[src/rtl/q2e_pkg.sv]
// Shared constants and the arctangent table for the quaternion to Euler angle block.
// Depends on nothing; every other file imports it.
package q2e_pkg;

  localparam int QUAT_FRAC_BITS_DEF  = 30;
  localparam int ANGLE_FRAC_BITS_DEF = 7;
  localparam int CORDIC_STAGES_DEF   = 16;

  localparam int QUAT_W  = 32;
  localparam int ROLL_W  = 16;
  localparam int PITCH_W = 15;
  localparam int YAW_W   = 16;
  localparam int ANG_W   = 32;
  localparam int DEG_W   = 16;
  localparam int ATAN_TABLE_LEN = 24;

  localparam logic [ANG_W-1:0] HALF_TURN = 32'h8000_0000;

  // atan(2^-i) as a binary angle, full turn = 2^32
  function automatic logic [ANG_W-1:0] atan_bam(input int idx);
    logic [ANG_W-1:0] v;
    case (idx)
      0:  v = 32'h20000000;  1:  v = 32'h12E4051E;  2:  v = 32'h09FB385B;
      3:  v = 32'h051111D4;  4:  v = 32'h028B0D43;  5:  v = 32'h0145D7E1;
      6:  v = 32'h00A2F61E;  7:  v = 32'h00517C55;  8:  v = 32'h0028BE53;
      9:  v = 32'h00145F2F;  10: v = 32'h000A2F98;  11: v = 32'h000517CC;
      12: v = 32'h00028BE6;  13: v = 32'h000145F3;  14: v = 32'h0000A2FA;
      15: v = 32'h0000517D;  16: v = 32'h000028BE;  17: v = 32'h0000145F;
      18: v = 32'h00000A30;  19: v = 32'h00000518;  20: v = 32'h0000028C;
      21: v = 32'h00000146;  22: v = 32'h000000A3;  23: v = 32'h00000051;
      default: v = '0;
    endcase
    return v;
  endfunction

endpackage

[src/rtl/q2e_sqrt_cell.sv]
// One cell of the pipelined integer square root: settles one root bit per cycle.
// Depends on q2e_pkg (import only for house consistency of constants).
module q2e_sqrt_cell #(
  parameter int SQ_W = 62,
  parameter int K    = 0
) (
  input  logic            clk,
  input  logic [SQ_W-1:0] rem_in,
  input  logic [SQ_W-1:0] root_in,
  output logic [SQ_W-1:0] rem_out,
  output logic [SQ_W-1:0] root_out
);
  import q2e_pkg::*;

  localparam logic [SQ_W-1:0] BIT = SQ_W'(1) << (2 * K);

  logic [SQ_W-1:0] trial;

  assign trial = root_in + BIT;

  always_ff @(posedge clk) begin
    if (rem_in >= trial) begin
      rem_out  <= rem_in - trial;
      root_out <= (root_in >> 1) + BIT;
    end else begin
      rem_out  <= rem_in;
      root_out <= root_in >> 1;
    end
  end

endmodule

[config.mk]
export PLATFORM = sky130hd
export DESIGN_NAME = q2e_sqrt_cell
export DESIGN_NICKNAME = d
export VERILOG_FILES = /design/src/rtl/q2e_pkg.sv /design/src/rtl/q2e_sqrt_cell.sv
export SDC_FILE = /design/constraint.sdc
export NUM_CORES = 1
export LEC_CHECK = 0
export ABC_AREA = 1
export BUFFER_PORTS_ARGS = -buffer_cell sky130_fd_sc_hd__buf_4
export CORE_ASPECT_RATIO = 1.2
export CORE_MARGIN = 2
export CORE_UTILIZATION = 35
export CTS_CLUSTER_DIAMETER = 100
export DETAILED_ROUTE_END_ITERATION = 7
export GPL_ROUTABILITY_DRIVEN = 0
export SKIP_CTS_REPAIR_TIMING = 1
export SLEW_MARGIN = 20
export SYNTH_ARGS = -nofsm -noshare
export SYNTH_HDL_FRONTEND = slang
export SYNTH_SLANG_ARGS = --single-unit
[constraint.sdc]
create_clock -name clk -period 4.05 [get_ports clk]
set_input_delay 0.6075 -clock clk [delete_from_list [all_inputs] [get_ports clk]]
set_output_delay 0.6075 -clock clk [all_outputs]
set_load 0.1 [all_outputs]
Word level (Yosys, flattened, before mapping)
Cells that the tools add are included. W data, S select, Z words.

Flip-flop bits (word level): 124. Input bits: 125. Output and inout bits: 124.

$add $sub $neg: 3. Magnitude comparators: 1. Muxes and demuxes: 2.

Operator list (number): $add A61 B1 Y62 const B (1); $add A62 B1 Y62 const B (1); $ge A62 B62 Y1 (1); $mux W62 (1); $sub A62 B62 Y62 (1); $mux W61 (1).

Logic depth before layout (Yosys ltp)
Depth after elaboration: 3. Mapped depth: 25. Mapped depth without buffers: 24.

Worst setup path after synthesis
Ideal clock, no wire load.

Path type: input port to flip-flop. Start: input port root_in[0]. End: register root_out[21]. Library setup time: 113 ps. Data arrival time: 3480 ps. Required time: 3937 ps. Setup slack: 458 ps. Cell stages on the path: 25. Cell sequence: ha_1 nand2_1 nor2_1 nand2_1 nor2_2 nand2_1 nor3_2 nand2_1 xor2_1 ha_1 nand2_2 nor2_2 inv_2 nor2_2 nand2_1 nor2_1 nand2_1 nand3_2 nor2_4 nand2_8 inv_2 buf_6 buf_4 nand2_1 nand2_1.

Cells in the longest elaborated chain, start to end: 3.

RTL lines: start, declared (line q2e_sqrt_cell.sv:9) `input logic [SQ_W-1:0] root_in,`; $add A62 B1 Y62 (line q2e_sqrt_cell.sv:19) `assign trial = root_in + BIT;`; $ge A62 B62 Y1 (line q2e_sqrt_cell.sv:22) `if (rem_in >= trial) begin`; $mux W61 (line q2e_sqrt_cell.sv:22); end signal, assigned (line q2e_sqrt_cell.sv:24) `root_out <= (root_in >> 1) + BIT;`; end signal, assigned (line q2e_sqrt_cell.sv:27) `root_out <= root_in >> 1;`; end, declared (line q2e_sqrt_cell.sv:11) `output logic [SQ_W-1:0] root_out`.

Every way passes these cells. A chain may end at the register's enable or synchronous reset.

Worst setup path in the final report
Start: input port root_in[38]. End: register root_out[47].

Cells in the longest elaborated chain, start to end: 3.

RTL lines (line): $add A62 B1 Y62 (q2e_sqrt_cell.sv:19); $ge A62 B62 Y1 (q2e_sqrt_cell.sv:22); $mux W61 * (q2e_sqrt_cell.sv:22).

Mark *: on every way between the ends. The rest lies on a longest branch, timed or not.

==> results.toml <==
[status]
outcome = "complete, no violations"

[setup_path]
cp_data_arrival_time_ns = 4.22
startpoint = "root_in[38]"
required_ns = 4.39
crit_path_start_kind = "input pin"
end_kind = "flop"
worst-path-buf-inv = 6
critPathKind = "input pin to flop"
path_common_cell = "nand2_1"
cp_slowest_cell = "nor3_1"
critPathMaxFanout = 22
crit_chain = "buf_4 -> inv_1 -> nor3_1 -> nand2_1 -> nand3b_1 -> nor3_1 -> buf_4 -> xor2_1 -> buf_4 -> ha_1 -> nand2_1 -> nor2_1 -> and2_1 -> nand2_1 -> nor2_1 -> nand2_1 -> nand3_2 -> nor2_4 -> nand2_8 -> buf_12 -> buf_12 -> o21ai_0"
slowest_delay_ns = 0.43
crit_family = "simple AND/OR/NAND/NOR gates"

[routing]
vias = 15600
postRouteAntennaNets = 0
drt_pass1_iterations = 6
wl_per_cell_um = 17.3
drt_iter0_drc = 1519
route.detailed.drc = 0
viasPerCell = 4.91
wl_um = 54900

[floorplanning]
die_w_um = 177
pin_count = 249
row_count = 75
dieArea_um2 = 37400
die_h_um = 211
start_util_pct = 35.7
core_um2 = 35100

[grt]
grt_pass1_vias = 15000
grt_pass1_wl_um = 81500
antenna_found_initial = 0
grt_overflow = 0
gr-usage-all-layers_pct = 29.3
grt_max_degree = 42

[synth]
synth_enable_flop_cells = 0
syn_inst = 2268
synth_top_flop_cell = "dfxtp_1"
avgSynthCellArea_um2 = 5.53
yosys-top-cells-area = "nand2_1 (28%), dfxtp_1 (20%), inv_1 (13%)"
ys_seq_area_share_pct = 19.8
ys_seq_elements = 124
synth_common_cells = "nand2_1 (937), inv_1 (431), nor2_1 (174)"
synth_cell_types = 36
synthesis.nets = 2458
yosysTopAreaCell = "nand2_1"
syn-cell-area_um2 = 12500
synth_most_common_cell = "nand2_1"
ys_warn_count = 0
async_flop_share_pct = 0
yosysTopAreaCellShare_pct = 28.0

[timing]
tightestPinTransition_ns = 0.870
min_period_ns = 3.88
slew_violations = 0
setup_violations = 0
finalCritPeriodShare_pct = 95.8
rsz0062_at_grt = "false"
hold_viol = 0
fmax_mhz = 258
relSlewSlack_pct = 41.8

[clocking]
cts_inserted_buffers = 17
cts_root_buf = "clkbuf_16"
cts.sink_count = 124
clk_path_buf_depth = 2
cts_tree = "done"
h-tree-depth = 4
cts.clk_slew.worst_paths_ns = 0.06

[power_and_ir_drop]
leakage_uw = 0.00974
vdd_drop_max_mv = 0.298
pwr_density_cell_nw_per_um2 = 387

[placed_design]
post_dp_cell_area_um2 = 16400
port_buffers = 248
dpl.hpwl_um = 47000

[layout]
synthToLayoutAreaGrowth_pct = 35.7
fillCellCount = 3795
seqCellArea_um2 = 2480
drive_above_1_share_pct = 18.8
fin_util_pct = 48.5
stdcell_area_um2 = 17000
fin_nets = 2898
diodes = 0
multi_input_comb_area_um2 = 8230

[worst_hold_path]
min-delay-start = "rem_in[7]"
hold_class = "input pin to flop"

[flow_run]
cap_viol_max_count = 0
==> metal layers <==
metal / routed length [µm] / GRT usage [%] / vias up
li1: - / - / 7715
met1: 21400 / 34.4 / 6907
met2: 24500 / 47.6 / 774
met3: 4150 / 4.26 / 232
met4: 4850 / 23.0 / 0
met5: 0 / 0 / -
==> tightest hold or removal path, delay by kind of cell <==
| family | cells | cell delay [ns] |
|---|---|---|
| and+or+nand+nor | 2 | 0.08 |
| buffers and inverters | 1 | 0.09 |
==> state kept, by name, indices dropped and copies added (netlist names) <==
| signal | count |
|---|---|
| rem_out | 62 |
| root_out | 62 |
==> metrics by stage <==
step                hold WS (ns)  TNS [ns]  instances  setup WS [ns]  total power (µW)
floorplan                  0.704         0       2268          0.458              3940
CTS                        0.363         0       3181         0.0732              6600
detailed placement         0.818    -26.28       3151         -0.391              4930
global placement           0.816    -21.04       3151         -0.316              4920
finish                     0.377         0       3181          0.169              6600
global route               0.386         0       3181         0.0208              6880
==> power by group <==
group          switching (µW)  leakage [µW]  internal, µW
sequential               70.1       0.00105          1430
clock                     620      0.000283          1040
combinational            2560       0.00842           876
==> final cells by class <==
class,count,share of cell area [%]
inverter,441,9.72
tap,462,3.40
multi-input combinational,1675,48.3
timing repair buffer,449,20.5
clock inverter,7,0.823
sequential,124,14.6
clock buffer,23,2.69
==> cells in the final DEF (no fill, tap or decap), types with 9 or more instances in the layout <==
cell type	netlist	final
inv_2	10	10
dfxtp_1	124	124
a21oi_1	38	38
nand3b_1	9	9
nand3_1	123	123
inv_1	431	431
nand2_1	937	937
ha_1	64	64
buf_4	13	440
buf_12	0	9
xor2_1	141	141
nor2_2	10	10
o21ai_0	60	59
clkbuf_16	0	17
nor3_1	45	42
nand4_1	30	30
nor2_1	174	174
==> worst paths after layout <==
kind,to,slack (ns),cells after the start
min,rem_out[7],0.38,3
max,root_out[47],0.17,22
==> logic make-up (layout without fill, tap and decap cells) <==
family                     after synthesis  count (layout)  synth area share (%)
adders and majority gates               65              65                  6.54
xor gates and xnor gates               145             145                  10.1
and+or+nand+nor                       1360            1360                  44.5
AOI/OAI and AO/OA                      105             105                  4.26
DFF                                    124             124                  19.8
buffers and inverters                  469             920                  14.7
Note: power is estimated with default switching activity, not from simulation.
